## src/rtl/core/ltd_pkg.sv

```systemverilog
`timescale 1ns / 1ps
// ----------------------------------------------------------------------------
// ltd_pkg
// Shared widths and the token record passed from the front to the back of
// the LZ77 token decoder.
// ----------------------------------------------------------------------------
package ltd_pkg;

  localparam int unsigned POS_W  = 12;
  localparam int unsigned LEN_W  = 6;
  localparam int unsigned BYTE_W = 8;

  // A token after classification: the position is already reduced into the
  // history and the length is already saturated.
  typedef struct packed {
    logic [POS_W-1:0]  pos;
    logic [LEN_W-1:0]  len;
    logic [BYTE_W-1:0] lit;
  } token_t;

endpackage

```

## src/rtl/core/ltd_queue.sv

```systemverilog
`timescale 1ns / 1ps
// ----------------------------------------------------------------------------
// ltd_queue
// Two-entry token queue that decouples the front from the copy engine.
// ----------------------------------------------------------------------------
module ltd_queue (
  input  logic            clk_i,
  input  logic            rst_ni,
  input  logic            push_i,
  input  ltd_pkg::token_t token_i,
  output logic            full_o,
  output logic            valid_o,
  input  logic            pop_i,
  output ltd_pkg::token_t token_o
);

  localparam int unsigned Depth = 2;
  localparam int unsigned PtrW  = $clog2(Depth);
  localparam int unsigned CntW  = $clog2(Depth + 1);

  ltd_pkg::token_t   entry_q [Depth];
  logic [PtrW-1:0]   wr_ptr_q, wr_ptr_d;
  logic [PtrW-1:0]   rd_ptr_q, rd_ptr_d;
  logic [CntW-1:0]   count_q, count_d;

  assign full_o  = (count_q == CntW'(Depth));
  assign valid_o = (count_q != '0);
  assign token_o = entry_q[rd_ptr_q];

  always_comb begin
    wr_ptr_d = wr_ptr_q;
    rd_ptr_d = rd_ptr_q;
    count_d  = count_q;
    if (push_i) begin
      wr_ptr_d = (wr_ptr_q == PtrW'(Depth - 1)) ? '0 : wr_ptr_q + 1'b1;
    end
    if (pop_i) begin
      rd_ptr_d = (rd_ptr_q == PtrW'(Depth - 1)) ? '0 : rd_ptr_q + 1'b1;
    end
    if (push_i && !pop_i) begin
      count_d = count_q + 1'b1;
    end else if (pop_i && !push_i) begin
      count_d = count_q - 1'b1;
    end
  end

  always_ff @(posedge clk_i or negedge rst_ni) begin
    if (!rst_ni) begin
      wr_ptr_q <= '0;
      rd_ptr_q <= '0;
      count_q  <= '0;
    end else begin
      wr_ptr_q <= wr_ptr_d;
      rd_ptr_q <= rd_ptr_d;
      count_q  <= count_d;
    end
  end

  always_ff @(posedge clk_i) begin
    if (push_i) begin
      entry_q[wr_ptr_q] <= token_i;
    end
  end

endmodule

```

## config.mk

```make
export PLATFORM = sky130hd
export DESIGN_NAME = ltd_queue
export DESIGN_NICKNAME = d
export VERILOG_FILES = /design/src/rtl/core/ltd_pkg.sv /design/src/rtl/core/ltd_queue.sv
export SDC_FILE = /design/constraint.sdc
export NUM_CORES = 1
export LEC_CHECK = 0
export BUFFER_PORTS_ARGS = -buffer_cell sky130_fd_sc_hd__buf_4
export CORE_MARGIN = 1.5
export CORE_UTILIZATION = 51
export DETAILED_ROUTE_END_ITERATION = 10
export PLACE_DENSITY = 0.78
export SKIP_CTS_REPAIR_TIMING = 1
export SLEW_MARGIN = 0
export SYNTH_ARGS = -nofsm -noshare
export SYNTH_HDL_FRONTEND = slang
export SYNTH_SLANG_ARGS = --single-unit
```

## constraint.sdc

```tcl
create_clock -name clk_i -period 2.25 [get_ports clk_i]
set_clock_uncertainty 0.05 [all_clocks]
set_input_delay 0 -clock clk_i [delete_from_list [all_inputs] [get_ports clk_i]]
set_output_delay 0 -clock clk_i [all_outputs]
set_load 0.01 [all_outputs]
```

==> impl_metrics.py, run 1 <==
metrics = {
    "outcome": {
        "status": "completed",
    },
    "worst_setup_path": {
        "path_class": "register to output pin",
        "timing.rr.start": "wr_ptr_q$_DFFE_PN0P_",
        "crit_fanout": 18,
        "crit_required_ns": 2.20,
        "arrival_ns": 1.47,
        "startpoint_type": "register",
        "end_kind": "output pin",
        "crit_start": "rd_ptr_q$_DFFE_PN0P_",
    },
    "clock_tree": {
        "cts.sinks": 56,
        "cts_tree": "yes",
        "cts_root_buffer": "clkbuf_8",
        "cts_buffer_depth": 2,
        "htreeDepth": 2,
        "cts-buffers-inserted": 5,
        "clkSlewWorstSetupHoldPaths_ns": 0.08,
        "insertion_delay_ns": 0.30,
    },
    "floorplanning": {
        "die-area_sq_um": 4650,
        "die_w_um": 68.2,
        "start_util_pct": 53.8,
        "core-area_sq_um": 4030,
        "die_y_um": 68.2,
        "placementRows": 23,
        "ioPinCount": 58,
    },
    "pwr": {
        "p_leak_nw": 1.24,
        "vdd_ir_drop_max_mv": 0.683,
        "cellPowerDensity_nw_per_um2": 1050,
    },
    "drt": {
        "drc": 0,
        "ant_nets": 0,
        "vias_per_cell": 4.67,
        "wirelength_mm": 3.66,
        "wl_per_cell_um": 15.0,
        "drt-initial-drc-count": 53,
        "dr.pass1.iters": 5,
        "num_vias": 1145,
    },
    "finish": {
        "diodes": 0,
        "stdcell_count": 245,
        "nets": 225,
        "multi_input_area_sq_um": 452,
        "area_growth_pct": 40.2,
        "drive_gt1_share_pct": 50.3,
        "seq_area_sq_um": 1660,
        "fillers": 233,
    },
    "global_route": {
        "grt_max_degree": 19,
        "overflow": 0,
        "antenna_found_initial": 0,
        "grt_pass1_wl_mm": 5.07,
        "grt_usage_pct": 15.8,
        "grt_pass1_vias": 1077,
    },
    "logic_synthesis": {
        "synth_top_family_by_area": "multiplexers",
        "ys_seq_elements": 56,
        "synth-edff-count": 52,
        "synth_flop_cell": "edfxtp_1",
        "synth_area_leaders": "edfxtp_1 (72%), mux2_4 (13%), dfrtp_1 (4.6%), mux2_2 (3.6%), buf_12 (1.8%)",
        "yosysSeqAreaShare_pct": 76.7,
        "synthXorXnorAreaFrac_pct": 2.02,
        "synth_compound_area_share_pct": 0,
        "synth_area_leader_cell": "edfxtp_1",
        "synthAdderAreaFrac_pct": 0.578,
        "synth_area_sq_um": 2170,
        "yosys.area_share.simple_pct": 1.33,
        "syn_nets": 128,
        "synthMuxAreaShare_pct": 16.8,
        "ys_warn_count": 0,
        "avgSynthCellArea_sq_um": 22.3,
        "synth_cell_types": 14,
        "syn_inst": 97,
        "ys_async_sr_fraction_pct": 7.14,
        "yosysMostFrequentCell": "edfxtp_1",
        "synthTopCellsByCount": "edfxtp_1 (52), mux2_4 (19), mux2_2 (7)",
        "synth_top_cell_area_share_pct": 72.1,
    },
    "timing": {
        "setup_tns_ns": 0,
        "worstMarginPinSlew_ns": 0.296,
        "drv_slew": 0,
        "grt_setup_unrepaired": "false",
        "period_needed_ns": 1.52,
        "fin_crit_sh_pct": 67.6,
        "setup_viol": 0,
        "slew-limit-headroom_pct": 80.3,
        "hold_viol": 0,
        "max_freq_ghz": 0.658,
    },
    "placement": {
        "dp_cells": 207,
        "gp_congestion": 0.608,
        "io_buffers": 57,
    },
    "min_path": {
        "min_from": "pop_i",
        "holdCritPathClass": "input pin to register",
    },
    "flow_run": {
        "drv_cap": 0,
    },
}
==> through the flow <==
| stage | cell area [sq um] | total power [mW] | setup WS [ns] | hold slack [ns] | utilization [%] |
|---|---|---|---|---|---|
| CTS | 2740 | 3.19 | 0.691 | -0.578 | 67.9 |
| floorplan | 2170 | 2.25 | 0.210 | -0.346 | - |
| finish | 3040 | 3.19 | 0.730 | 0.375 | 75.3 |
| detailed placement | 2650 | 2.69 | 1.03 | -0.248 | 65.8 |
| global route | 3040 | 3.37 | 0.661 | 0.371 | 75.3 |
| global placement | 2650 | 2.64 | 1.06 | -0.254 | 65.8 |
==> placed cells by master, fill, tap and decap left out, drive strengths merged <==
cell type    synthesis  final
or2                  1      1
inv                  1      1
nor2b                2      2
ha                   1      1
clkbuf               0      5
buf                  3     63
mux2                26     26
nor2                 1      1
xor2                 4      4
and2                 1      1
xnor2                1      1
dfrtp                4      4
edfxtp              52     52
clkinv               0      3
dlygate4sd3          0     30
==> registers in the layout, summed over array words and instances (netlist names) <==
signal and flops:
count_q 2, entry_q 52, rd_ptr_q 1, wr_ptr_q 1
==> layout make-up <==
class                      count  share of cell area [%]
sequential                    56                    54.7
timing repair buffer          93                    25.5
multi-input combinational     37                    14.9
clock buffer                   5                    2.27
tap                           50                    2.06
clock inverter                 3                   0.453
inverter                       1                   0.124
==> report_power, final <==
group,total [mW],switching (mW),internal (mW)
clock network,0.494,0.283,0.212
registers,1.47,0.0777,1.39
logic,1.23,0.523,0.704
total,3.19,0.883,2.30
==> cell families after synthesis <==
family / count (synthesis)
DFF: 56
muxes: 26
xor gates and xnor gates: 5
and+or+nand+nor: 5
buffers and inverters: 4
adders and majority gates: 1
==> layer usage <==
layer,GRT usage [%],routed length (um)
met4,5.25,41
met2,29.5,2110
met5,0,0
met1,16.6,1330
met3,5.26,182
==> worst max-delay path, stage by stage, from the launching register on <==
cell     delay [ns]
dfrtp_1        0.35
buf_4          0.29
mux2_2         0.38
buf_4          0.15
==> final timing paths <==
path	cells after the start	end	slack, ns
hold reg to reg	1	count_q[1]$_DFFE_PN0P_	0.45
max in group asynchronous	3	count_q[0]$_DFFE_PN0P_	1.42
hold / removal	3	rd_ptr_q$_DFFE_PN0P_	0.38
min in group asynchronous	3	wr_ptr_q$_DFFE_PN0P_	0.56
setup / recovery	3	token_o[5]	0.73
setup reg to reg	2	entry_q[1][25]$_DFFE_PP_	1.11
(Power assumes the default switching activity.)
==> run 2: changes to the inputs <==
- CORE_UTILIZATION: 51 -> 46
- PLACE_DENSITY: 0.78 -> 0.74
- clock period: 2.25 -> 1.3 ns (I/O delays scaled with it)
==> run 2 against run 1 <==
Effect of this change:
- the run now ends with negative setup slack left
- first-iteration DRC count increased by 51%
- clock power rose by 110%
- cell count is 1.6% higher
- highest routed layer unchanged
- sequential power is 75% higher
- via count increased by 1.4%
- setup slack got worse by 0.87 ns
- critical path depth is the same
- wire length grew 3.9%
- critical path type unchanged
- largest power group is now combinational logic
==> impl_metrics.py, run 2 (synthesis gave the netlist of run 1 again) <==
metrics = {
    "clock_tree": {
        "cts-buffers-inserted": 5,
        "cts_buffer_depth": 2,
        "cts_tree": "yes",
        "cts_root_buffer": "clkbuf_8",
        "clkSlewWorstSetupHoldPaths_ns": 0.09,
        "insertion_delay_ns": 0.30,
        "htreeDepth": 2,
        "cts.sinks": 56,
    },
    "finish": {
        "diodes": 0,
        "final_common_cell": "edfxtp_1",
        "seq_area_sq_um": 1660,
        "largestRegisters": "entry_q (52), count_q (2)",
        "nets": 227,
        "drive_gt1_share_pct": 51.3,
        "largest_register": "entry_q",
        "fillers": 292,
        "multi_input_area_sq_um": 465,
        "largest_reg_flops": 52,
        "stdcell_count": 249,
        "area_growth_pct": 50.3,
        "mostFrequentLayoutCells": "edfxtp_1 (52), buf_4 (37), dlygate4sd3_1 (30)",
    },
    "worst_setup_path": {
        "path_buf_inv": 2,
        "timing.rr.start": "wr_ptr_q$_DFFE_PN0P_",
        "arrival_ns": 1.39,
        "crit_chain": "buf_6, mux2_2, buf_4",
        "path_delay_family": "flip-flops",
        "max_stage_delay_ns": 0.44,
        "end_kind": "output pin",
        "crit_path_top_delay_cell": "dfrtp_2",
        "path_class": "register to output pin",
        "crit_start": "rd_ptr_q$_DFFE_PN0P_",
        "crit_required_ns": 1.25,
        "startpoint_type": "register",
        "crit_fanout": 8,
    },
    "timing": {
        "fin_ws_ns": -0.141,
        "period_needed_ns": 1.44,
        "drv_slew": 0,
        "hold_viol": 0,
        "max_freq_ghz": 0.694,
        "fin_crit_sh_pct": 111,
        "slew-limit-headroom_pct": 87.4,
        "grt_setup_unrepaired": "true",
        "worstMarginPinSlew_ns": 0.188,
        "setup_viol": 26,
    },
    "placement": {
        "io_buffers": 57,
        "gp_congestion": 0.612,
        "place_worst_setup_slack_ns": 0.141,
        "dp_cells": 209,
        "hpwl_mm": 2.47,
    },
    "global_route": {
        "antenna_found_initial": 0,
        "overflow": 0,
        "grt_pass1_vias": 1116,
        "grt_max_degree": 20,
        "grt_pass1_wl_mm": 5.09,
        "grt_usage_pct": 14.0,
    },
    "drt": {
        "wl_per_cell_um": 15.3,
        "dr.pass1.iters": 6,
        "wirelength_mm": 3.81,
        "num_vias": 1161,
        "ant_nets": 0,
        "vias_per_cell": 4.66,
        "drc": 0,
        "drt-initial-drc-count": 80,
    },
    "floorplanning": {
        "start_util_pct": 48.7,
        "die-area_sq_um": 5130,
        "die_w_um": 71.6,
        "core-area_sq_um": 4440,
        "die_y_um": 71.6,
        "placementRows": 24,
        "ioPinCount": 58,
    },
    "min_path": {
        "holdCritPathClass": "input pin to register",
        "min_from": "token_i[17]",
    },
    "pwr": {
        "cellPowerDensity_nw_per_um2": 1920,
        "p_leak_nw": 1.32,
        "vdd_ir_drop_max_mv": 1.18,
        "power_mw": 6.25,
    },
    "flow_run": {
        "drv_cap": 0,
    },
    "outcome": {
        "status": "finished, violations left",
        "violations": "negative setup slack",
    },
}
==> run 2: path summary, 6_finish.rpt <==
check,cells after the start,end,slack (ns)
min,2,entry_q[0][17]$_DFFE_PP_,0.37
max,3,token_o[13],-0.14
max in group asynchronous,3,rd_ptr_q$_DFFE_PN0P_,0.47
min in group asynchronous,3,count_q[0]$_DFFE_PN0P_,0.55
min reg2reg,1,count_q[1]$_DFFE_PN0P_,0.46
max reg2reg,2,entry_q[1][5]$_DFFE_PP_,0.15
==> run 2: cell type report <==
class | instances | area share [%]
sequential | 56 | 51.1
timing repair buffer | 95 | 29.2
multi-input combinational | 37 | 14.3
clock buffer | 5 | 2.11
tap | 52 | 2.00
clock inverter | 3 | 1.15
inverter | 1 | 0.115
==> run 2: report_power, final <==
part           internal, mW  leakage (nW)  switching (mW)
logic                  1.63         0.736           0.988
registers              2.41         0.534           0.166
clock network         0.561        0.0532           0.503
total                  4.59          1.32            1.66
==> run 2: routing by layer <==
| layer | global-route usage [%] | vias to the layer above | routed length, um | share of wire, % |
|---|---|---|---|---|
| li1 | - | 565 | - | - |
| met1 | 13.4 | 560 | 1450 | 38 |
| met2 | 25.3 | 34 | 2160 | 57 |
| met3 | 6.05 | 2 | 171 | 4.5 |
| met4 | 6.92 | 0 | 25 | 0.66 |
| met5 | 0 | - | 0 | 0 |
==> run 2: per-stage QoR <==
| step | TNS (ns) | instance area (sq um) | hold slack [ns] | util (%) |
|---|---|---|---|---|
| global placement | 0 | 2720 | -0.251 | 61.3 |
| global route | -4.09 | 3250 | 0.351 | 73.2 |
| finish | -2.97 | 3250 | 0.371 | 73.2 |
| CTS | -3.40 | 2830 | -0.584 | 63.7 |
| detailed placement | 0 | 2720 | -0.251 | 61.3 |
| floorplan | 0 | 2170 | -0.346 | - |
==> run 3: changes to the inputs <==
- SKIP_LAST_GASP: default -> 1
==> run 3 against run 2 <==
Effect of this change:
- the flow finishes with violations (design-rule violations, negative setup slack)
- setup slack got worse by 0.0018 ns
- register-to-register slack about the same
- sequential share of layout area increased by 1.3 points
- global-route usage unchanged
- wire length decreased by 0.24%
- core utilization decreased by 1.8 points
- flip-flop and latch count unchanged
- count of clock-buffer cells in the layout unchanged
- clock power about the same
==> impl_metrics.py, run 3 (synthesis gave the netlist of run 1 again) <==
metrics = {
    "placement": {
        "hpwl_mm": 2.47,
        "gp_congestion": 0.612,
        "io_buffers": 57,
        "postPlaceCellArea_sq_um": 2720,
    },
    "pwr": {
        "power.share.sequential_pct": 42.6,
        "sw_frac_of_total_pct": 26.6,
        "cellPowerDensity_nw_per_um2": 1900,
        "netSwitchingPower_mw": 1.61,
        "p_clk_share_pct": 17.7,
        "vdd_ir_drop_max_mv": 1.16,
        "power_mw": 6.04,
        "combPwrFrac_pct": 39.8,
        "p_leak_nw": 1.29,
        "internal_power_mw": 4.43,
    },
    "global_route": {
        "antenna_found_initial": 0,
        "grt_pass1_wl_mm": 5.09,
        "grt_max_degree": 20,
        "overflow": 0,
        "grt_pass1_vias": 1116,
        "grt_usage_pct": 14.0,
    },
    "finish": {
        "largest_reg_flops": 52,
        "mostFrequentLayoutCells": "buf_4 (57), edfxtp_1 (52), dlygate4sd3_1 (30)",
        "drive_gt1_share_pct": 51.3,
        "final_common_cell": "buf_4",
        "diodes": 0,
        "largest_register": "entry_q",
        "nets": 227,
        "area_growth_pct": 46.6,
        "fin_area_sq_um": 3180,
        "postLayoutCoreUtil_pct": 71.5,
        "largestRegisters": "entry_q (52), count_q (2)",
    },
    "drt": {
        "wirelength_mm": 3.80,
        "vias_per_cell": 4.66,
        "dr.pass1.iters": 9,
        "ant_nets": 0,
        "wl_per_cell_um": 15.2,
        "drt-initial-drc-count": 76,
        "drc": 3,
        "num_vias": 1161,
    },
    "outcome": {
        "status": "finished, violations left",
        "violations": "design-rule violations, negative setup slack",
    },
    "timing": {
        "period_needed_ns": 1.44,
        "slew-limit-headroom_pct": 87.4,
        "fin_crit_sh_pct": 111,
        "worstMarginPinSlew_ns": 0.188,
        "max_freq_ghz": 0.693,
        "fin_ws_ns": -0.143,
        "setup_viol": 26,
        "drv_slew": 0,
        "grt_setup_unrepaired": "true",
        "hold_viol": 0,
    },
    "clock_tree": {
        "insertion_delay_ns": 0.30,
        "cts.sinks": 56,
        "htreeDepth": 2,
        "cts_tree": "yes",
        "cts-buffers-inserted": 5,
        "clkSlewWorstSetupHoldPaths_ns": 0.09,
        "cts_root_buffer": "clkbuf_8",
        "cts_buffer_depth": 2,
    },
    "floorplanning": {
        "core-area_sq_um": 4440,
        "placementRows": 24,
        "die-area_sq_um": 5130,
        "die_w_um": 71.6,
        "ioPinCount": 58,
        "start_util_pct": 48.7,
        "die_y_um": 71.6,
    },
    "worst_setup_path": {
        "cp.depth": 3,
        "path_delay_family": "flip-flops",
        "startpoint_type": "register",
        "arrival_ns": 1.39,
        "crit_required_ns": 1.25,
        "path_buf_inv": 2,
        "crit_path_top_delay_cell": "dfrtp_2",
        "path_class": "register to output pin",
        "r2r_cells": 2,
        "crit_fanout": 9,
        "crit_chain": "clkbuf_16, mux2_4, buf_4",
        "end_kind": "output pin",
        "max_stage_delay_ns": 0.46,
    },
    "min_path": {
        "holdCritPathClass": "input pin to register",
        "hold_depth": 2,
    },
    "flow_run": {
        "drv_cap": 0,
    },
}
run 3: path summary, 6_finish.rpt:
kind	start	to	slack, ns
worst max-delay path	rd_ptr_q$_DFFE_PN0P_	token_o[0]	-0.14
worst min-delay path	token_i[17]	entry_q[0][17]$_DFFE_PP_	0.37
worst max register to register	wr_ptr_q$_DFFE_PN0P_	entry_q[1][5]$_DFFE_PP_	0.15
worst min register to register	count_q[1]$_DFFE_PN0P_	count_q[1]$_DFFE_PN0P_	0.46
max in group asynchronous	rst_ni	rd_ptr_q$_DFFE_PN0P_	0.47
min in group asynchronous	rst_ni	count_q[0]$_DFFE_PN0P_	0.55
run 3: power groups by stage:
stage	sequential, mW	clock (mW)	combinational, mW
after detailed placement	2.59	0	2.22
after CTS	2.55	1.09	2.22
final	2.57	1.07	2.40
after global routing	2.60	1.17	2.53
after floorplan	2.54	0	1.37
after global placement	2.56	0	2.18
run 3: routing by layer:
layer  up-vias  part of all wire (%)  track usage (%)
li1        564                     -                -
met1       559                    37             13.4
met2        36                    57             25.3
met3         2                   4.8             6.05
met4         0                  0.66             6.92
met5         -                     0                0
run 3: cell type report:
| class | count | area, sq um |
|---|---|---|
| clock inverters | 3 | 37.5 |
| inverters | 1 | 3.75 |
| well taps | 52 | 65.1 |
| flip-flops and latches | 56 | 1660 |
| multi-input cells | 37 | 462 |
| fillers | 305 | 1270 |
| repair buffers | 95 | 876 |
| clock buffers | 5 | 68.8 |
run 3: through the flow:
step	hold slack [ns]	instances	setup slack (ns)	TNS, ns
after floorplan	-0.346	97	0.0174	0
after global placement	-0.251	209	0.189	0
after detailed placement	-0.251	209	0.141	0
after CTS	-0.584	217	-0.145	-3.40
after global routing	0.351	249	-0.185	-4.38
final	0.370	249	-0.143	-3.31
run 3: worst reg2reg max path: cells and delay by family (launching register included):
| family | cells | cell delay [ns] |
|---|---|---|
| buffers and inverters | 1 | 0.15 |
| flip-flops | 1 | 0.43 |
| AND/OR/NAND/NOR | 1 | 0.24 |
