`src/rtl/core/ltd_pkg.sv`:
```
`timescale 1ns / 1ps
// ----------------------------------------------------------------------------
// ltd_pkg
// Shared widths and the token record passed from the front to the back of
// the LZ77 token decoder.
// ----------------------------------------------------------------------------
package ltd_pkg;

  localparam int unsigned POS_W  = 12;
  localparam int unsigned LEN_W  = 6;
  localparam int unsigned BYTE_W = 8;

  // A token after classification: the position is already reduced into the
  // history and the length is already saturated.
  typedef struct packed {
    logic [POS_W-1:0]  pos;
    logic [LEN_W-1:0]  len;
    logic [BYTE_W-1:0] lit;
  } token_t;

endpackage

```
`src/rtl/core/ltd_front.sv`:
```
`timescale 1ns / 1ps
// ----------------------------------------------------------------------------
// ltd_front
// Accepts tokens, reduces the match position into the history range,
// saturates the match length and hands the token to the queue.
// ----------------------------------------------------------------------------
module ltd_front #(
  parameter int unsigned HISTORY_DEPTH    = 4096,
  parameter int unsigned MAX_MATCH_LENGTH = 63
) (
  input  logic                          clk_i,
  input  logic                          rst_ni,
  input  logic                          in_valid_i,
  output logic                          in_stall_o,
  input  logic [ltd_pkg::POS_W-1:0]     match_position_i,
  input  logic [ltd_pkg::LEN_W-1:0]     match_length_i,
  input  logic [ltd_pkg::BYTE_W-1:0]    literal_byte_i,
  output logic                          push_o,
  input  logic                          full_i,
  output ltd_pkg::token_t               token_o
);

  // Number of quotient bits of a position divided by the history depth.
  localparam int unsigned PosMax = (1 << ltd_pkg::POS_W) - 1;
  localparam int unsigned QBits  = (HISTORY_DEPTH > PosMax) ? 0 :
                                   $clog2(PosMax / HISTORY_DEPTH + 1);
  localparam int unsigned StepW  = ltd_pkg::POS_W + 5;

  logic                          valid_q, valid_d;
  ltd_pkg::token_t               token_q;
  logic [ltd_pkg::POS_W-1:0]     pos_red;
  logic [ltd_pkg::LEN_W-1:0]     len_sat;
  logic [StepW-1:0]              step;
  logic                          accept;

  // Restoring reduction: one conditional subtract per quotient bit.
  always_comb begin
    pos_red = match_position_i;
    step    = '0;
    for (int k = int'(QBits) - 1; k >= 0; k--) begin
      step = StepW'(HISTORY_DEPTH) << k;
      if ({{(StepW - ltd_pkg::POS_W){1'b0}}, pos_red} >= step) begin
        pos_red = pos_red - step[ltd_pkg::POS_W-1:0];
      end
    end
  end

  assign len_sat = (match_length_i > ltd_pkg::LEN_W'(MAX_MATCH_LENGTH)) ?
                   ltd_pkg::LEN_W'(MAX_MATCH_LENGTH) : match_length_i;

  assign push_o     = valid_q && !full_i;
  assign in_stall_o = valid_q && full_i;
  assign accept     = in_valid_i && !in_stall_o;
  assign token_o    = token_q;

  always_comb begin
    valid_d = valid_q;
    if (accept) begin
      valid_d = 1'b1;
    end else if (push_o) begin
      valid_d = 1'b0;
    end
  end

  always_ff @(posedge clk_i or negedge rst_ni) begin
    if (!rst_ni) begin
      valid_q <= 1'b0;
    end else begin
      valid_q <= valid_d;
    end
  end

  always_ff @(posedge clk_i) begin
    if (accept) begin
      token_q.pos <= pos_red;
      token_q.len <= len_sat;
      token_q.lit <= literal_byte_i;
    end
  end

endmodule

```
`config.mk`:
```
export PLATFORM = sky130hd
export DESIGN_NAME = ltd_front
export DESIGN_NICKNAME = d
export VERILOG_FILES = /design/src/rtl/core/ltd_pkg.sv /design/src/rtl/core/ltd_front.sv
export SDC_FILE = /design/constraint.sdc
export NUM_CORES = 1
export LEC_CHECK = 0
export BUFFER_PORTS_ARGS = -buffer_cell sky130_fd_sc_hd__buf_2
export CORE_ASPECT_RATIO = 0.8
export CORE_MARGIN = 2
export CORE_UTILIZATION = 42
export DETAILED_ROUTE_END_ITERATION = 7
export GPL_ROUTABILITY_DRIVEN = 0
export PLACE_DENSITY = 0.85
export SYNTH_ARGS = -nofsm -noshare
export SYNTH_HDL_FRONTEND = slang
export SYNTH_SLANG_ARGS = --single-unit
export TNS_END_PERCENT = 100
```
`constraint.sdc`:
```
create_clock -name clk_i -period 7.8 [get_ports clk_i]
set_clock_uncertainty 0.1 [all_clocks]
set_input_delay 1.56 -clock clk_i [delete_from_list [all_inputs] [get_ports clk_i]]
set_output_delay 1.56 -clock clk_i [all_outputs]
set_load 0.05 [all_outputs]
```
==> results.txt, run 1 <==
Worst Setup Start Kind = input pin
top sig layer = met4
DR WL met3 = 188 um
clock slew at reported path FFs = 0.13 ns
Synth-to-Final Area Change = 38.52%
buffers and inverters on the worst path = 2
Worst path slowest cell = buf_2
Worst-Skew Late Latency = 0.31 ns
CP arrival = 2.13 ns
largest family of logic cells by synthesized area = buffers and inverters
path type of the worst setup path = in2out
clk root buf = clkbuf_4
f_max = 264.0 MHz
share of layout cells above drive strength 1 = 0.7097
die width = 54.62 um
Max Cap Viol = 0
Core Rows = 14
post-synth top area cell = edfxtp_1
total routed wirelength = 1.544 mm
Worst VDD drop = 0.0001441 V
Congestion Overflow GR = 0
H-Tree Level Count = 1
Die Footprint = 0.002430 mm2
mux cell area share after synthesis = 0
cts bufs inserted = 3
number of global-route vias before repair = 458
Placement Cell Area = 0.001165 mm2
Detail Route Antenna Nets = 0
Synth Cell Area = 860.8 um2
DRC = 0
Synth Area in Compound Gates = 0.01890
area share of fa/ha/maj cells after synthesis = 0
power after layout = 273.8 uW
First-pass DRT Iterations = 3
share of the synthesized area in the top cell type = 0.9070
Die H = 44.50 um
number of synthesized register bits = 27
Hold Fails Final Rpt = 0
number of antenna diodes = 0
PD cells = 229.6 mW/mm2
Final nets = 124
Slew Limit Headroom = 0.7872
Synth Warn # = 0
worst-margin pin slew = 0.3192 ns
worst-case clock buffer depth = 2
Post-Synth Simple-Gate Area = 0.01890
core area = 0.001909 mm2
clk sinks = 27
FILL cells = 153
status = completed
CTS tree = yes
Crit path top cell by count = buf_2
largest net degree at the start of global routing = 27
post-cts sizing count = 0
Critical Path RT = 6.14 ns
HP Class = reg2reg
via count = 520
met1 wire length = 544 um
synth top area cells = edfxtp_1 91%, dfrtp_1 2.9%, clkbuf_1 2.6%
final worst path period need = 3.788 ns
met2 WL = 784 um
CP max stage delay = 0.25 ns
Max Fanout on Critical Path = 4
Seq/Total Area, Yosys = 0.9360
Initial Util = 0.4509
initial detailed-routing violation count = 4
first-pass GRT wire length = 2.056 mm
unrepaired setup endpoints after global routing = false
CP endpoint kind = output port
count of different cell masters after synthesis = 7
final setup violating endpoints = 0
setup TNS = 0 ns
crit-path cells = buf_2 -> and2b_2 -> buf_2
Max Slew Vio Count = 0
Routed WL per cell = 13.20 um
Syn Area/Cell = 23.27 um2
Post-CTS Hold Buffers = 0
fin crit share = 0.4856
Tot GR Track Use = 0.1305
XOR/XNOR share of the synthesized area = 0
cell family with most CP delay = buffers and inverters
Leakage Power = 0.0005226 uW
initial antenna violation count = 0
Mapped Cells = 37
post-DP HPWL = 1.260 mm
synthesized net count = 67
number of setup buffers added after CTS = 0
IO Port Bufs = 57
io pins = 58
Final Core Density = 0.6245
routed vias/inst = 4.444
Finished Cell Area = 0.001192 mm2
-- final cells by class --
type,instances,area (um2),share of cell area
sequential,27,805.8,0.6758
clock buffer,3,22.52,0.01889
tap,24,30.03,0.02518
timing repair buffer,58,292.8,0.2455
clock inverter,1,5.005,0.004197
multi-input combinational,4,36.28,0.03043
-- state kept, by name, indices dropped and copies added (netlist names) --
signal   count
token_o     26
valid_q      1
-- per-layer routing --
metal,up-vias,global-route usage
met5,-,0
met1,235,0.1396
li1,246,-
met2,37,0.2119
met4,0,0.07500
met3,2,0.05743
-- metrics by stage --
stage / instances / setup WS, ns / hold slack, ns
finish: 117 / 4.012 / 0.4850
global route: 117 / 3.997 / 0.5267
CTS: 117 / 4.008 / 0.4972
detailed placement: 113 / 4.008 / 0.4668
global placement: 113 / 4.025 / 0.4153
floorplan: 37 / 3.740 / 0.3812
-- power breakdown --
group          internal, uW  switching, uW
Clock                  19.2           36.1
Combinational          11.7           36.5
Sequential              168           1.98
-- placed cells by master, fill, tap and decap left out --
master,n
a21boi_2,1
a21o_2,1
and2b_2,1
clkinv_2,1
dfrtp_1,1
clkbuf_4,3
buf_4,1
buf_2,57
edfxtp_1,26
and2_2,1
-- synthesized netlist by cell type --
library cell	count
a21boi_0	1
a21o_2	1
and2_2	1
and2b_2	1
clkbuf_1	6
dfrtp_1	1
edfxtp_1	26
-- path summary, 6_finish.rpt --
check | slack, ns | to | startpoint | cells past startpoint
worst max register to register | 6.50 | token_o[6] | valid_q | 2
max in group asynchronous | 6.61 | valid_q | rst_ni | 1
worst min-delay path | 0.49 | valid_q | valid_q | 1
worst max-delay path | 4.01 | push_o | full_i | 3
min in group asynchronous | 0.90 | valid_q | rst_ni | 1
worst min register to register | 0.49 | valid_q | valid_q | 1
-- cell families (layout without fill, tap and decap cells) --
kind of cell,count (synthesis),count (layout)
simple gates,2,2
compound gates,2,2
flops,27,27
buf+inv,6,62
(Power assumes the default switching activity.)
==> run 2: changes to the inputs <==
--- a/config.mk
+++ b/config.mk
@@ -8,10 +8,10 @@
 export BUFFER_PORTS_ARGS = -buffer_cell sky130_fd_sc_hd__buf_2
 export CORE_ASPECT_RATIO = 0.8
 export CORE_MARGIN = 2
-export CORE_UTILIZATION = 42
+export CORE_UTILIZATION = 39
 export DETAILED_ROUTE_END_ITERATION = 7
 export GPL_ROUTABILITY_DRIVEN = 0
-export PLACE_DENSITY = 0.85
+export PLACE_DENSITY = 0.8
 export SYNTH_ARGS = -nofsm -noshare
 export SYNTH_HDL_FRONTEND = slang
 export SYNTH_SLANG_ARGS = --single-unit
==> constraint.sdc (replaced) <==
create_clock -name clk_i -period 3.5 [get_ports clk_i]
set_clock_uncertainty 0.1 [all_clocks]
set_input_delay 0.7 -clock clk_i [delete_from_list [all_inputs] [get_ports clk_i]]
set_output_delay 0.7 -clock clk_i [all_outputs]
set_load 0.05 [all_outputs]
==> run 2 against run 1 <==
Against the previous run: worst hold slack got worse by 0.053 ns; sequential share of layout area fell by 0.84 points; die area grew 7.0%; via count down 1.3%; register-to-register slack worse by 4.7 ns; critical path depth did not move; global-route usage down 0.78 points; combinational power rose by 120%; count of clock-buffer cells in the layout is the same; clock power grew 150%; non-clock buffer count is 1 higher.
==> results.txt, run 2 (synthesis gave the netlist of run 1 again) <==
final worst slack = 1.427 ns (was 4.012 ns)
number of setup buffers added after CTS = 0 (unchanged)
Inst Count DP = 114 (was 113)
commonest non-fill, non-tap cell in the layout = buf_2 (unchanged)
Final nets = 125 (was 124)
Routed WL per cell = 11.94 um (was 13.20 um)
setup TNS = 0 ns (unchanged)
number of global-route vias before repair = 527 (was 458)
die width = 56.53 um (was 54.62 um)
fin crit share = 0.5922
Hold Crit Depth = 1 (unchanged)
Max Slew Vio Count = 0 (unchanged)
commonest non-fill, non-tap cells in the layout = 57 x buf_2, 26 x edfxtp_1, 3 x clkbuf_4 (unchanged)
Die Footprint = 0.002601 mm2 (was 0.002430 mm2)
io pins = 58 (unchanged)
H-Tree Level Count = 1 (unchanged)
Worst-Skew Late Latency = 0.33 ns (was 0.31 ns)
unrepaired setup endpoints after global routing = false (unchanged)
path type of the worst setup path = in2out (unchanged)
max reg flops = 26 (unchanged)
clk sinks = 27 (unchanged)
non-filler cells, final = 119 (was 117)
clock slew at reported path FFs = 0.15 ns (was 0.13 ns)
PD cells = 515.5 mW/mm2 (was 229.6 mW/mm2)
Congestion Overflow GR = 0 (unchanged)
Max Cap Viol = 0 (unchanged)
Slew Limit Headroom = 0.6212 (was 0.7872)
Max Fanout on Critical Path = 4 (unchanged)
Synth-to-Final Area Change = 40.26% (was 38.52%)
initial antenna violation count = 0 (unchanged)
largest net degree at the start of global routing = 18 (was 27)
clk root buf = clkbuf_4 (unchanged)
cts bufs inserted = 3 (unchanged)
HP Class = in2reg (was reg2reg)
Core Rows = 15 (was 14)
number of antenna diodes = 0 (unchanged)
Fin Hold WS = 0.4322 ns (was 0.4850 ns)
f_max = 482.4 MHz
final setup violating endpoints = 0 (unchanged)
first-pass GRT wire length = 2.235 mm (was 2.056 mm)
r2r worst-path depth = 2 (unchanged)
initial detailed-routing violation count = 2 (was 4)
DRC = 0 (unchanged)
via count = 513 (was 520)
Post-CTS Hold Buffers = 1 (was 0)
Die H = 46.02 um (was 44.50 um)
final worst path period need = 2.073 ns
FILL cells = 175 (was 153)
Tot GR Track Use = 0.1227 (was 0.1305)
IO Port Bufs = 57 (unchanged)
share of layout cells above drive strength 1 = 0.7021 (was 0.7097)
routed vias/inst = 4.311 (was 4.444)
Detail Route Antenna Nets = 0 (unchanged)
post-DP HPWL = 1.135 mm (was 1.260 mm)
Hold Fails Final Rpt = 0 (unchanged)
post-cts sizing count = 0 (unchanged)
CP endpoint kind = output port (unchanged)
Worst VDD drop = 0.0003603 V (was 0.0001441 V)
core area = 0.002121 mm2 (was 0.001909 mm2)
Worst Setup Start Kind = input pin (unchanged)
worst-case clock buffer depth = 2 (unchanged)
CTS tree = yes (unchanged)
Initial Util = 0.4059 (was 0.4509)
DP Worst Slack = 1.406 ns (was 4.008 ns)
Leakage Power = 0.0005274 uW (was 0.0005226 uW)
First-pass DRT Iterations = 2 (was 3)
status = completed (unchanged)
CP arrival = 1.27 ns (was 2.13 ns)
worst-margin pin slew = 0.5650 ns (was 0.3192 ns)
total routed wirelength = 1.421 mm (was 1.544 mm)
Critical Path RT = 2.70 ns (was 6.14 ns)
==> run 2: worst paths after layout <==
check / startpoint / end / slack [ns]
setup / recovery: full_i / push_o / 1.43
hold reg to reg: valid_q / valid_q / 0.47
min in group asynchronous: rst_ni / valid_q / 0.54
setup reg to reg: valid_q / token_o[3] / 1.83
hold / removal: match_length_i[2] / token_o[10] / 0.43
max in group asynchronous: rst_ni / valid_q / 2.69
==> run 2: critical path, cell delays in order <==
cell and delay (ns):
buf_2 0.12, and2b_2 0.20, buf_2 0.25
==> run 2: stage by stage <==
step	cell area, um2	total power (uW)	utilization
6_report	1207	622.4	0.5693
3_5_place_dp	1166	495.0	0.5499
3_3_place_gp	1166	492.3	0.5499
5_1_grt	1207	649.2	0.5693
4_1_cts	1207	631.7	0.5693
2_1_floorplan	860.8	462.4	-
==> run 2: area by class of cell <==
type,instances,area [um2],share of cell area
clock inverter,1,8.758,0.007254
tap,25,31.28,0.02591
sequential,27,805.8,0.6674
clock buffer,3,22.52,0.01865
timing repair buffer,59,302.8,0.2508
multi-input combinational,4,36.28,0.03005
==> run 2: power by group <==
part	switching (uW)	total (uW)	internal (uW)
Clock	89.1	136	46.5
Combinational	80.8	108	26.7
Sequential	4.12	379	375
Total	174	622	448
==> run 2: metal layers <==
metal,share of wire,track usage,up-vias
met5,0,0,-
met4,0.0056,0.02857,0
met3,0.16,0.08807,3
met2,0.49,0.2256,40
met1,0.34,0.1109,222
li1,-,-,248
==> run 3: changes to the inputs <==
==> constraint.sdc (replaced) <==
create_clock -name clk_i -period 2 [get_ports clk_i]
set_clock_uncertainty 0.1 [all_clocks]
set_input_delay 0.4 -clock clk_i [delete_from_list [all_inputs] [get_ports clk_i]]
set_output_delay 0.4 -clock clk_i [all_outputs]
set_load 0.05 [all_outputs]
==> run 3 against run 2 <==
Against the previous run: register-to-register slack worse by 1.1 ns; final cell count is 0.84% higher; count of clock-buffer cells in the layout stayed put; via count rose by 4.5%; total power increased by 73%; global-route usage is essentially flat; largest cell class unchanged.
==> results.txt, run 3 (synthesis gave the netlist of run 1 again) <==
status = completed (unchanged)
Worst path slowest cell = dfrtp_1 (was buf_2)
worst-case clock buffer depth = 2 (unchanged)
Finished Cell Area = 0.001214 mm2 (was 0.001207 mm2)
Worst-Skew Late Latency = 0.30 ns (was 0.33 ns)
number of global-route vias before repair = 538 (was 527)
Die Footprint = 0.002601 mm2 (unchanged)
share of layout cells above drive strength 1 = 0.7053 (was 0.7021)
clock share of power = 0.207 (was 0.218)
First-pass DRT Iterations = 2 (unchanged)
first-pass GRT wire length = 2.214 mm (was 2.235 mm)
CTS tree = yes (unchanged)
DRC = 0 (unchanged)
IO Port Bufs = 57 (unchanged)
end point of the critical path = push_o (unchanged)
HP Class = in2reg (unchanged)
Combinational Power Share = 0.176 (was 0.173)
Tot GR Track Use = 0.1226 (was 0.1227)
path type of the worst setup path = reg2out (was in2out)
Max Cap Viol = 0 (unchanged)
Congestion Overflow GR = 0 (unchanged)
CP max stage delay = 0.43 ns (was 0.25 ns)
Die H = 46.02 um (unchanged)
setup TNS = 0 ns (unchanged)
io pins = 58 (unchanged)
clk root buf = clkbuf_4 (unchanged)
commonest non-fill, non-tap cells in the layout = 57 x buf_2, 26 x edfxtp_1, 3 x clkbuf_4 (unchanged)
fin crit share = 0.8184
slack of the worst reg-to-reg path = 0.76 ns (was 1.83 ns)
Worst VDD drop = 0.0007030 V (was 0.0003603 V)
cts bufs inserted = 3 (unchanged)
Final nets = 126 (was 125)
power share of the sequential group = 0.617 (was 0.609)
FILL cells = 177 (was 175)
Max Fanout on Critical Path = 4 (unchanged)
CP arrival = 1.14 ns (was 1.27 ns)
CP Depth = 2 (was 3)
Fin Hold WS = 0.1482 ns (was 0.4322 ns)
Crit Reg-Reg Startpoint = valid_q (unchanged)
clk sinks = 27 (unchanged)
Max Slew Vio Count = 0 (unchanged)
initial antenna violation count = 0 (unchanged)
via count = 536 (was 513)
initial detailed-routing violation count = 2 (unchanged)
Core Rows = 15 (unchanged)
Routed WL per cell = 11.64 um (was 11.94 um)
CP endpoint kind = output port (unchanged)
H-Tree Level Count = 1 (unchanged)
largest net degree at the start of global routing = 20 (was 18)
Critical Path RT = 1.50 ns (was 2.70 ns)
die width = 56.53 um (unchanged)
crit-path cells = and2b_2 -> buf_2 (was buf_2 -> and2b_2 -> buf_2)
power after layout = 1076 uW (was 622.4 uW)
total routed wirelength = 1.397 mm (was 1.421 mm)
f_max = 611.0 MHz
Slew Limit Headroom = 0.8289 (was 0.6212)
buffers and inverters on the worst path = 1 (was 2)
unrepaired setup endpoints after global routing = false (unchanged)
cell family with most CP delay = flip-flops (was buffers and inverters)
CP Launch Point = valid_q (was full_i)
PD cells = 886.7 mW/mm2 (was 515.5 mW/mm2)
P_int = 781.1 uW (was 448.4 uW)
sw frac = 0.2742 (was 0.2796)
post-DP HPWL = 1.125 mm (was 1.135 mm)
max reg flops = 26 (unchanged)
Hold Fails Final Rpt = 0 (unchanged)
Synth-to-Final Area Change = 40.99% (was 40.26%)
Initial Util = 0.4059 (unchanged)
routed vias/inst = 4.467 (was 4.311)
number of setup buffers added after CTS = 0 (unchanged)
final setup violating endpoints = 0 (unchanged)
number of antenna diodes = 0 (unchanged)
core area = 0.002121 mm2 (unchanged)
worst-margin pin slew = 0.2584 ns (was 0.5650 ns)
Worst Setup Start Kind = flop (was input pin)
Detail Route Antenna Nets = 0 (unchanged)
total net switching power = 295.1 uW (was 174.0 uW)
r2r worst-path depth = 2 (unchanged)
Leakage Power = 0.0005280 uW (was 0.0005274 uW)
Placement Cell Area = 0.001174 mm2 (was 0.001166 mm2)
commonest non-fill, non-tap cell in the layout = buf_2 (unchanged)
clock slew at reported path FFs = 0.14 ns (was 0.15 ns)
Reg-to-Reg End = token_o[1] (was token_o[3])
final worst path period need = 1.637 ns
-- run 3: cell count changes in the layout (fill, tap and decap cells not counted) --
cell	before	now
inv_6	1	0
buf_4	1	2
clkinvlp_4	0	1
-- run 3: repair_timing --
action / in CTS / in global routing
hold endpoints to repair: 1 / 0
hold buffers: 1 / 0
gates resized for setup: 0 / 0
-- run 3: final cells by class --
class                           instances  area, um2  share of cell area
Sequential cell                        27      805.8              0.6639
Timing Repair Buffer                   60      310.3              0.2557
Multi-Input combinational cell          4      36.28             0.02990
Tap cell                               25      31.28             0.02577
Clock buffer                            3      22.52             0.01856
Clock inverter                          1      7.507            0.006186
-- run 3: per-stage QoR --
| step | utilization | setup slack [ns] | cells |
|---|---|---|---|
| 6_report | 0.5723 | 0.3632 | 120 |
| 5_1_grt | 0.5723 | 0.2958 | 120 |
| 4_1_cts | 0.5723 | 0.3392 | 120 |
| 3_5_place_dp | 0.5534 | 0.5358 | 115 |
| 3_3_place_gp | 0.5534 | 0.5413 | 115 |
| 2_1_floorplan | - | 0.3168 | 37 |
-- run 3: power by group through the flow --
stage / clock, uW / sequential [uW] / combinational (uW)
finish: 223 / 664 / 190
global route: 257 / 668 / 198
CTS: 239 / 665 / 192
detailed placement: 0 / 677 / 190
global placement: 0 / 676 / 188
floorplan: 0 / 780 / 28.6
-- run 3: worst min path at each step --
| stage | slack (ns) | cells past startpoint | start | to |
|---|---|---|---|---|
| CTS | 0.13 | 1 | literal_byte_i[3] | token_o[3] |
| finish | 0.15 | 1 | match_length_i[2] | token_o[10] |
| detailed placement | 0.08 | 1 | rst_ni | valid_q |
| global placement | 0.07 | 1 | rst_ni | valid_q |
| global route | 0.12 | 1 | match_position_i[3] | token_o[17] |
| floorplan | 0.004 | 0 | rst_ni | valid_q |
-- run 3: routing by layer --
| layer | wire length (um) | global-route usage | vias to the layer above |
|---|---|---|---|
| li1 | - | - | 248 |
| met1 | 490 | 0.1144 | 245 |
| met2 | 656 | 0.2093 | 41 |
| met3 | 234 | 0.07670 | 2 |
| met4 | 14 | 0.07143 | 0 |
| met5 | 0 | 0 | - |
